**src/hw/rtl/trpn_pkg.sv**
```systemverilog
// shared types, command and status codes for the typed rpn stack engine
package trpn_pkg;

   localparam int OP_W    = 5;
   localparam int VAL_W   = 32;
   localparam int ST_W    = 3;
   localparam int DEPTH_W = 7;
   localparam int CNT_W   = $clog2(VAL_W);

   // command codes
   localparam logic [OP_W-1:0] OP_PUSH_INT  = 5'd0;
   localparam logic [OP_W-1:0] OP_PUSH_BOOL = 5'd1;
   localparam logic [OP_W-1:0] OP_CLEAR     = 5'd2;
   localparam logic [OP_W-1:0] OP_NOT       = 5'd3;
   localparam logic [OP_W-1:0] OP_PRINT     = 5'd4;
   localparam logic [OP_W-1:0] OP_DROP      = 5'd5;
   localparam logic [OP_W-1:0] OP_DUP       = 5'd6;
   localparam logic [OP_W-1:0] OP_SWAP      = 5'd7;
   localparam logic [OP_W-1:0] OP_ADD       = 5'd8;
   localparam logic [OP_W-1:0] OP_SUB       = 5'd9;
   localparam logic [OP_W-1:0] OP_MUL       = 5'd10;
   localparam logic [OP_W-1:0] OP_DIV       = 5'd11;
   localparam logic [OP_W-1:0] OP_MOD       = 5'd12;
   localparam logic [OP_W-1:0] OP_LT        = 5'd13;
   localparam logic [OP_W-1:0] OP_GT        = 5'd14;
   localparam logic [OP_W-1:0] OP_LE        = 5'd15;
   localparam logic [OP_W-1:0] OP_GE        = 5'd16;
   localparam logic [OP_W-1:0] OP_EQ        = 5'd17;

   // status codes
   localparam logic [ST_W-1:0] ST_OK       = 3'd0;
   localparam logic [ST_W-1:0] ST_EMPTY    = 3'd1;
   localparam logic [ST_W-1:0] ST_NOT_INT  = 3'd2;
   localparam logic [ST_W-1:0] ST_NOT_BOOL = 3'd3;
   localparam logic [ST_W-1:0] ST_DIV_ZERO = 3'd4;
   localparam logic [ST_W-1:0] ST_OVERFLOW = 3'd5;

   typedef enum logic [3:0] {
      S_IDLE,
      S_FETCH,
      S_ALU,
      S_MUL,
      S_ABS_A,
      S_ABS_B,
      S_DIV,
      S_FIX,
      S_RELOAD
   } state_type;

   typedef struct packed {
      logic [OP_W-1:0]         opcode;
      logic signed [VAL_W-1:0] operand_value;
   } req_word_type;

   typedef struct packed {
      logic [ST_W-1:0]         status;
      logic                    top_valid;
      logic signed [VAL_W-1:0] top_value;
      logic                    top_is_bool;
      logic [DEPTH_W-1:0]      stack_depth;
   } rsp_word_type;

endpackage

```
**src/hw/rtl/typed_rpn_stack_engine.sv**
```systemverilog
// typed rpn stack engine: stack memory, cached top entry and shared add/sub sequencer
// sequencing: push, clear, not, print, dup, unused codes and early errors answer from idle;
//    drop, swap, eq on two or more entries and a bool second operand answer from fetch; add,
//    sub, compares via fetch and alu, divide by zero via fetch and reload, mul via fetch and 32
//    shift-add steps, div and mod via fetch, two magnitude steps, 32 quotient bits and sign fix
// throughput: one command at a time, busy drops with the one-cycle strobe, which cannot stall
// reset: synchronous, clears the stack pointer, sequencer and strobe; entries are not cleared
module typed_rpn_stack_engine #(
   parameter int STACK_DEPTH = 64
) (
   input  logic                   clock,
   input  logic                   reset,
   input  logic                   start,
   output logic                   busy,
   input  trpn_pkg::req_word_type req_word,
   output logic                   rsp_strobe,
   output trpn_pkg::rsp_word_type rsp_word
);
   import trpn_pkg::*;

   localparam int PTR_W = $clog2(STACK_DEPTH + 1);
   localparam int IDX_W = $clog2(STACK_DEPTH);
   localparam logic [PTR_W-1:0] SP_FULL  = PTR_W'(STACK_DEPTH);
   localparam logic [PTR_W-1:0] SP_ONE   = PTR_W'(1);
   localparam logic [PTR_W-1:0] SP_TWO   = PTR_W'(2);
   localparam logic [PTR_W-1:0] SP_THREE = PTR_W'(3);
   localparam logic [CNT_W-1:0] CNT_LAST = CNT_W'(VAL_W - 1);
   localparam logic [CNT_W-1:0] CNT_ONE  = CNT_W'(1);

   // sequencer and stack control
   state_type          state_ff, state_in;
   logic [PTR_W-1:0]   sp_ff, sp_in;
   logic               rsp_strobe_ff, rsp_strobe_in;
   logic [ST_W-1:0]    status_ff, status_in;

   // top of stack lives in registers, entries below it in memory
   logic [VAL_W-1:0]   top_val_ff, top_val_in;
   logic               top_bool_ff, top_bool_in;

   // command and shared-unit working registers
   logic [OP_W-1:0]    op_ff, op_in;
   logic [VAL_W-1:0]   opa_ff, opa_in;
   logic [VAL_W-1:0]   opb_ff, opb_in;
   logic [VAL_W-1:0]   acc_ff, acc_in;
   logic [VAL_W-1:0]   quo_ff, quo_in;
   logic [CNT_W-1:0]   cnt_ff, cnt_in;
   logic               neg_ff, neg_in;

   // stack memory, entry is {bool tag, value}
   logic [VAL_W:0]     mem [STACK_DEPTH];
   logic [VAL_W:0]     rd_ff;
   logic [IDX_W-1:0]   rd_addr;
   logic               wr_en;
   logic [IDX_W-1:0]   wr_addr;
   logic [VAL_W:0]     wr_data;
   logic [VAL_W-1:0]   rd_val;
   logic               rd_bool;

   // shared adder / subtractor
   logic [VAL_W:0]     add_x, add_y, add_sum;
   logic               add_sub;

   logic [PTR_W-1:0]   sp_m1, sp_m2, sp_m3;
   logic               accept, is_empty, is_single, is_full, is_binary, go_fetch;
   logic               cmp_lt, cmp_eq, cmp_res;
   logic [OP_W-1:0]    req_op;

   assign sp_m1     = sp_ff - SP_ONE;
   assign sp_m2     = sp_ff - SP_TWO;
   assign sp_m3     = sp_ff - SP_THREE;
   assign is_empty  = (sp_ff == '0);
   assign is_single = (sp_ff == SP_ONE);
   assign is_full   = (sp_ff == SP_FULL);
   assign busy      = (state_ff != S_IDLE);
   assign accept    = start && !busy;
   assign req_op    = req_word.opcode;
   assign is_binary = req_op inside {[OP_ADD:OP_GE]};
   assign rd_val    = rd_ff[VAL_W-1:0];
   assign rd_bool   = rd_ff[VAL_W];

   // commands that need the second entry go through the fetch cycle
   always_comb begin
      go_fetch = 1'b0;
      if (accept && !is_empty && !is_single) begin
         if (req_op == OP_DROP || req_op == OP_SWAP || req_op == OP_EQ) begin
            go_fetch = 1'b1;
         end else if (is_binary && !top_bool_ff) begin
            go_fetch = 1'b1;
         end
      end
   end

   // shared unit operand select
   always_comb begin
      add_x   = '0;
      add_y   = '0;
      add_sub = 1'b0;
      case (state_ff)
         S_ALU: begin
            add_x   = {opa_ff[VAL_W-1], opa_ff};
            add_y   = {opb_ff[VAL_W-1], opb_ff};
            add_sub = (op_ff != OP_ADD);
         end
         S_MUL: begin
            add_x = {1'b0, acc_ff};
            add_y = quo_ff[0] ? {1'b0, opa_ff} : '0;
         end
         S_ABS_A: begin
            add_y   = {1'b0, opa_ff};
            add_sub = 1'b1;
         end
         S_ABS_B: begin
            add_y   = {1'b0, opb_ff};
            add_sub = 1'b1;
         end
         S_DIV: begin
            // trial subtract of the shifted partial remainder
            add_x   = {acc_ff, quo_ff[VAL_W-1]};
            add_y   = {1'b0, opb_ff};
            add_sub = 1'b1;
         end
         S_FIX: begin
            add_y   = {1'b0, (op_ff == OP_DIV) ? quo_ff : acc_ff};
            add_sub = 1'b1;
         end
         default: begin
            add_sub = 1'b0;
         end
      endcase
   end

   assign add_sum = add_x + (add_sub ? ~add_y : add_y) + {{VAL_W{1'b0}}, add_sub};

   // signed compare from the 33-bit difference
   assign cmp_lt = add_sum[VAL_W];
   assign cmp_eq = (add_sum == '0);

   always_comb begin
      case (op_ff)
         OP_LT:   cmp_res = cmp_lt;
         OP_GT:   cmp_res = !cmp_lt && !cmp_eq;
         OP_LE:   cmp_res = cmp_lt || cmp_eq;
         default: cmp_res = !cmp_lt;
      endcase
   end

   // next state
   always_comb begin
      state_in = state_ff;
      case (state_ff)
         S_IDLE: begin
            if (go_fetch) begin
               state_in = S_FETCH;
            end
         end
         S_FETCH: begin
            state_in = S_IDLE;
            if ((op_ff inside {[OP_ADD:OP_GE]}) && !rd_bool) begin
               case (op_ff)
                  OP_MUL:         state_in = S_MUL;
                  OP_DIV, OP_MOD: state_in = (opb_ff == '0) ? S_RELOAD : S_ABS_A;
                  default:        state_in = S_ALU;
               endcase
            end
         end
         S_ALU:    state_in = S_IDLE;
         S_MUL:    state_in = (cnt_ff == CNT_LAST) ? S_IDLE : S_MUL;
         S_ABS_A:  state_in = S_ABS_B;
         S_ABS_B:  state_in = S_DIV;
         S_DIV:    state_in = (cnt_ff == CNT_LAST) ? S_FIX : S_DIV;
         S_FIX:    state_in = S_IDLE;
         S_RELOAD: state_in = S_IDLE;
         default:  state_in = S_IDLE;
      endcase
   end

   // datapath, memory port and response
   always_comb begin
      sp_in         = sp_ff;
      top_val_in    = top_val_ff;
      top_bool_in   = top_bool_ff;
      op_in         = op_ff;
      opa_in        = opa_ff;
      opb_in        = opb_ff;
      acc_in        = acc_ff;
      quo_in        = quo_ff;
      cnt_in        = cnt_ff;
      neg_in        = neg_ff;
      rsp_strobe_in = 1'b0;
      status_in     = status_ff;
      wr_en         = 1'b0;
      wr_addr       = sp_m1[IDX_W-1:0];
      wr_data       = {top_bool_ff, top_val_ff};
      rd_addr       = sp_m2[IDX_W-1:0];

      case (state_ff)
         S_IDLE: begin
            if (accept) begin
               op_in         = req_op;
               opb_in        = top_val_ff;
               rsp_strobe_in = !go_fetch;
               status_in     = ST_OK;
               if (req_op == OP_PUSH_INT || req_op == OP_PUSH_BOOL) begin
                  if (is_full) begin
                     status_in = ST_OVERFLOW;
                  end else begin
                     // spill old top below the new one
                     wr_en       = !is_empty;
                     sp_in       = sp_ff + SP_ONE;
                     top_bool_in = (req_op == OP_PUSH_BOOL);
                     top_val_in  = (req_op == OP_PUSH_BOOL) ?
                                   {{(VAL_W-1){1'b0}}, req_word.operand_value[0]} :
                                   req_word.operand_value;
                  end
               end else if (req_op == OP_CLEAR) begin
                  sp_in = '0;
               end else if (req_op > OP_EQ) begin
                  status_in = ST_OK;
               end else if (is_empty) begin
                  status_in = ST_EMPTY;
               end else begin
                  case (req_op)
                     OP_NOT: begin
                        if (!top_bool_ff) begin
                           status_in = ST_NOT_BOOL;
                        end else begin
                           top_val_in = top_val_ff ^ {{(VAL_W-1){1'b0}}, 1'b1};
                        end
                     end
                     OP_DUP: begin
                        if (is_full) begin
                           status_in = ST_OVERFLOW;
                        end else begin
                           wr_en = 1'b1;
                           sp_in = sp_ff + SP_ONE;
                        end
                     end
                     OP_DROP: begin
                        if (is_single) begin
                           sp_in = '0;
                        end
                     end
                     OP_SWAP: begin
                        if (is_single) begin
                           status_in = ST_EMPTY;
                        end
                     end
                     OP_EQ: begin
                        if (is_single) begin
                           sp_in     = '0;
                           status_in = ST_EMPTY;
                        end
                     end
                     OP_PRINT: begin
                        status_in = ST_OK;
                     end
                     default: begin
                        // binary integer ops
                        if (top_bool_ff) begin
                           status_in = ST_NOT_INT;
                        end else if (is_single) begin
                           sp_in     = '0;
                           status_in = ST_EMPTY;
                        end
                     end
                  endcase
               end
            end
         end

         S_FETCH: begin
            // rd_ff holds the second entry; prefetch the third for the div-by-zero path
            rd_addr   = sp_m3[IDX_W-1:0];
            status_in = ST_OK;
            case (op_ff)
               OP_DROP: begin
                  sp_in         = sp_m1;
                  top_val_in    = rd_val;
                  top_bool_in   = rd_bool;
                  rsp_strobe_in = 1'b1;
               end
               OP_SWAP: begin
                  wr_en         = 1'b1;
                  wr_addr       = sp_m2[IDX_W-1:0];
                  top_val_in    = rd_val;
                  top_bool_in   = rd_bool;
                  rsp_strobe_in = 1'b1;
               end
               OP_EQ: begin
                  sp_in         = sp_m1;
                  top_bool_in   = 1'b1;
                  top_val_in    = {{(VAL_W-1){1'b0}},
                                   (top_bool_ff == rd_bool) && (top_val_ff == rd_val)};
                  rsp_strobe_in = 1'b1;
               end
               default: begin
                  if (rd_bool) begin
                     // second operand stays, popped top is lost
                     sp_in         = sp_m1;
                     top_val_in    = rd_val;
                     top_bool_in   = rd_bool;
                     status_in     = ST_NOT_INT;
                     rsp_strobe_in = 1'b1;
                  end else begin
                     opa_in = rd_val;
                     acc_in = '0;
                     quo_in = opb_ff;
                     cnt_in = '0;
                     neg_in = (op_ff == OP_DIV) ? (rd_val[VAL_W-1] ^ opb_ff[VAL_W-1]) :
                                                  rd_val[VAL_W-1];
                     if ((op_ff == OP_DIV || op_ff == OP_MOD) && opb_ff == '0) begin
                        sp_in = sp_m2;
                     end
                  end
               end
            endcase
         end

         S_ALU: begin
            sp_in         = sp_m1;
            rsp_strobe_in = 1'b1;
            if (op_ff == OP_ADD || op_ff == OP_SUB) begin
               top_val_in  = add_sum[VAL_W-1:0];
               top_bool_in = 1'b0;
            end else begin
               top_val_in  = {{(VAL_W-1){1'b0}}, cmp_res};
               top_bool_in = 1'b1;
            end
         end

         S_MUL: begin
            // shift-add, low word of the product
            acc_in = add_sum[VAL_W-1:0];
            opa_in = {opa_ff[VAL_W-2:0], 1'b0};
            quo_in = {1'b0, quo_ff[VAL_W-1:1]};
            cnt_in = cnt_ff + CNT_ONE;
            if (cnt_ff == CNT_LAST) begin
               sp_in         = sp_m1;
               top_val_in    = add_sum[VAL_W-1:0];
               top_bool_in   = 1'b0;
               rsp_strobe_in = 1'b1;
            end
         end

         S_ABS_A: begin
            // dividend magnitude goes into the quotient shifter
            quo_in = opa_ff[VAL_W-1] ? add_sum[VAL_W-1:0] : opa_ff;
            acc_in = '0;
         end

         S_ABS_B: begin
            opb_in = opb_ff[VAL_W-1] ? add_sum[VAL_W-1:0] : opb_ff;
            cnt_in = '0;
         end

         S_DIV: begin
            // restoring step, one quotient bit
            quo_in = {quo_ff[VAL_W-2:0], !add_sum[VAL_W]};
            acc_in = add_sum[VAL_W] ? add_x[VAL_W-1:0] : add_sum[VAL_W-1:0];
            cnt_in = cnt_ff + CNT_ONE;
         end

         S_FIX: begin
            sp_in         = sp_m1;
            top_bool_in   = 1'b0;
            rsp_strobe_in = 1'b1;
            if (neg_ff) begin
               top_val_in = add_sum[VAL_W-1:0];
            end else begin
               top_val_in = (op_ff == OP_DIV) ? quo_ff : acc_ff;
            end
         end

         S_RELOAD: begin
            // both operands dropped, third entry becomes top
            top_val_in    = rd_val;
            top_bool_in   = rd_bool;
            status_in     = ST_DIV_ZERO;
            rsp_strobe_in = 1'b1;
         end

         default: begin
            rsp_strobe_in = 1'b0;
         end
      endcase
   end

   // control registers
   always_ff @(posedge clock) begin
      if (reset) begin
         state_ff      <= S_IDLE;
         sp_ff         <= '0;
         rsp_strobe_ff <= 1'b0;
      end else begin
         state_ff      <= state_in;
         sp_ff         <= sp_in;
         rsp_strobe_ff <= rsp_strobe_in;
      end
   end

   // payload registers
   always_ff @(posedge clock) begin
      status_ff   <= status_in;
      top_val_ff  <= top_val_in;
      top_bool_ff <= top_bool_in;
      op_ff       <= op_in;
      opa_ff      <= opa_in;
      opb_ff      <= opb_in;
      acc_ff      <= acc_in;
      quo_ff      <= quo_in;
      cnt_ff      <= cnt_in;
      neg_ff      <= neg_in;
   end

   // stack memory, one write and one registered read per cycle
   always_ff @(posedge clock) begin
      if (wr_en) begin
         mem[wr_addr] <= wr_data;
      end
      rd_ff <= mem[rd_addr];
   end

   // response view of the top entry, zeroed when empty
   assign rsp_strobe            = rsp_strobe_ff;
   assign rsp_word.status       = status_ff;
   assign rsp_word.top_valid    = !is_empty;
   assign rsp_word.top_value    = is_empty ? '0 : top_val_ff;
   assign rsp_word.top_is_bool  = !is_empty && top_bool_ff;
   assign rsp_word.stack_depth  = DEPTH_W'(sp_ff);

endmodule

```
**config.mk**
```make
export PLATFORM = sky130hd
export DESIGN_NAME = typed_rpn_stack_engine
export DESIGN_NICKNAME = d
export VERILOG_FILES = /design/src/hw/rtl/trpn_pkg.sv /design/src/hw/rtl/typed_rpn_stack_engine.sv
export SDC_FILE = /design/constraint.sdc
export NUM_CORES = 2
export LEC_CHECK = 0
export BUFFER_PORTS_ARGS = -buffer_cell sky130_fd_sc_hd__buf_2
export CORE_MARGIN = 2
export CORE_UTILIZATION = 55
export DETAILED_ROUTE_END_ITERATION = 6
export MAX_ROUTING_LAYER = met4
export PLACE_DENSITY = 0.71
export SYNTH_ARGS = -nofsm -noshare
export SYNTH_HDL_FRONTEND = slang
export SYNTH_SLANG_ARGS = --single-unit
export TNS_END_PERCENT = 100
```
**constraint.sdc**
```tcl
create_clock -name clock -period 7.46 [get_ports clock]
set_clock_uncertainty 0.15 [all_clocks]
set_input_delay 1.492 -clock clock [delete_from_list [all_inputs] [get_ports clock]]
set_output_delay 1.492 -clock clock [all_outputs]
set_load 0.05 [all_outputs]
```
==> results.yml <==
clocking:
  clock_sinks: 2332
  cts.path.max_buffers: 3
  clk_pin_slew_ps: 60
  worstSkewPairLatency_ps: 860
  cts_setup_buffers: 0
  cts_tree: "done"
  cts-resized-gates: 0
  numCtsBuffers: 220
  root_buffer: "clkbuf_16"
  h-tree-depth: 4
  ctsHoldBuffers: 0
yosys:
  netlist.area_leader.share: 0.713
  yosys_warnings: 0
  synth_area_leaders: "edfxtp_1 (71%), mux4_2 (12%), a211oi_1 (1.9%), mux2i_1 (1.6%), a21oi_1 (1.3%)"
  synth.cell_area_sq_um: 96300
  synth_ff_type: "edfxtp_1"
  synth_cell_types: 79
  syn-mean-instance-area_sq_um: 18.4
  yosys_register_bits: 2332
  synthArstFlopShare: 0
  yosys.area.top_type: "edfxtp_1"
  synth_seq_area_share: 0.722
  syn-instance-count: 5237
  syn-num-nets: 5318
  synth_edf_count: 2287
floorplanning:
  dieHeight_um: 422
  start_util: 0.554
  design.die.area_sq_um: 178000
  die_w_um: 422
  io-pin-count: 86
  rows: 153
  coreArea_sq_um: 174000
global_route:
  antenna_found_initial: 10
  grt_pass1_wl_mm: 371
  grt_max_degree: 134
  grt_pass1_vias: 52400
  grt_util_all_layers: 0.297
  gr-total-overflow: 0
status:
  outcome: "finished with violations"
  violations: "DRC"
route:
  antenna_left: 0
  drt_wl_total_mm: 258
  wl_per_cell_um: 32.6
  vias: 53000
  drtPass1Iterations: 7
  vias_per_cell: 6.70
  drtIter0Drc: 7724
  drc: 49
power_and_ir_drop:
  vdd_ir_drop_max_mv: 0.237
  p_per_area_nw_per_um2: 236
  power.leakage_uw: 0.0358
timing:
  drv_slew: 0
  fmaxAchievable_mhz: 146
  tns_ps: 0
  hold_viol: 0
  rsz0062_at_grt: "no"
  fin_crit_ps: 6830
  setup_violations: 0
  period_share: 0.915
  setup_ws_ps: 631
  relSlewSlack: 0.0536
  holdWs_ps: 445
  tightestPinTransition_ps: 1410
critical_path:
  critPathArrivalTime_ps: 7230
  endpoint_kind: "flip-flop"
  cp-start-kind: "flip-flop"
  cp_data_required_time_ps: 7860
  reg2reg_slack_ps: 630
  worstPathMaxFanout: 26
  worstSetupPathType: "reg2reg"
cells_and_area:
  drive_above_1_share: 0.223
  finish.utilization: 0.619
  syn_to_final_growth_pct: 11.9
  final_nets: 5488
  final_cell_mix: "edfxtp_1 (2287), mux4_2 (528), a21oi_1 (243), a211oi_1 (240), clkbuf_16 (224)"
  final_area_sq_um: 108000
  layout_commonest_cell: "edfxtp_1"
  n_fill_cell: 12000
min_path:
  worstHoldPathType: "reg2reg"
placed_design:
  dpl_cell_area_sq_um: 101000
  place_hpwl_mm: 153
  port_buffers: 85
  dp_slack_ps: 754
  place_congestion: 0.950
job:
  cap_violations: 0
worst paths after layout:
path	to	startpoint	cells after the start
min reg2reg	cnt_ff[0]	cnt_ff[0]	1
min	cnt_ff[0]	cnt_ff[0]	1
max reg2reg	acc_ff[1]	state_ff[0]	15
max	acc_ff[1]	state_ff[0]	15
cell families (layout without fill, tap and decap cells):
group	count (synthesis)	after routing	share of synthesized area
buffers and inverters	407	753	0.0169
DFF	2332	2332	0.722
xor gates and xnor gates	121	121	0.0110
adders and majority gates	41	41	0.00540
AOI/OAI and AO/OA	871	871	0.0624
other	0	8	0
and+or+nand+nor	740	740	0.0375
muxes	725	725	0.144
worst max-delay path, stage by stage (launching register included):
cell and delay [ps]:
dfxtp_1 980, nor4bb_4 410, a21o_1 650, a222oi_1 270
xnor2_1 190, ha_1 440, and3_1 320, a221oi_4 410
o311a_1 320, o2111ai_1 230, a211oi_1 550, o21ai_0 180
a21oi_1 380, xor2_4 210, nand2b_1 630, o22ai_1 180
layer usage:
metal  GRT usage  wire length, um
met3      0.0695            25700
met1       0.401           101000
met4       0.109            10500
met2       0.448           121000
met5           -                0
cell type report:
class                           instances  area [sq um]  area share
Inverter                               72           270     0.00251
Multi-Input combinational cell       2498         25700       0.239
Antenna cell                            8          20.0    0.000186
Tap cell                             2325          2910      0.0270
Clock buffer                          291          5910      0.0548
Sequential cell                      2332         69600       0.646
Clock inverter                        107          1080      0.0101
Timing Repair Buffer                  283          2240      0.0208
flip-flops by register name, summed over array words and instances, names as in the netlist:
signal and count:
cnt_ff 5, rsp_strobe 1, op_ff 5, top_bool_ff 1, acc_ff 32, neg_ff 1, mem 2112, opa_ff 32
sp_ff 7, rd_ff 33, quo_ff 32, status_ff 3, top_val_ff 32, opb_ff 32, state_ff 4
where the power goes:
group	switching [uW]	internal, uW	leakage, uW
registers	27.7	14200	0.0208
logic	125	53.5	0.0116
clock network	4790	6180	0.00340
Yosys cell counts, types with 4 or more instances:
cell	count
or2_2	5
xor2_1	60
a31oi_1	14
a221oi_1	14
a21oi_1	245
a211oi_1	240
edfxtp_1	2287
and2_1	39
inv_1	71
or3_1	4
dfxtp_1	45
buf_2	74
o221ai_1	6
nand3b_1	4
nor2b_1	145
nand2b_1	9
nand3_1	29
o21bai_1	6
o22ai_1	31
mux2_2	42
nor3_1	23
nand2_1	216
nand4_1	17
nor4_1	23
a22o_1	9
mux4_2	528
o31ai_1	5
clkbuf_1	217
a21o_1	22
o21a_1	6
o21ai_0	107
nor2_1	196
and3_1	10
a2111oi_0	5
buf_1	43
o211ai_1	4
xnor2_1	61
o2111ai_1	4
a222oi_1	109
a22oi_1	12
ha_1	40
mux2i_1	155
per-stage QoR:
step | instances | power (uW)
finish | 7916 | 25400
CTS | 7907 | 25500
global placement | 7509 | 14700
detailed placement | 7509 | 14700
floorplan | 5237 | 14600
global route | 7910 | 26000
(Power assumes the default switching activity.)
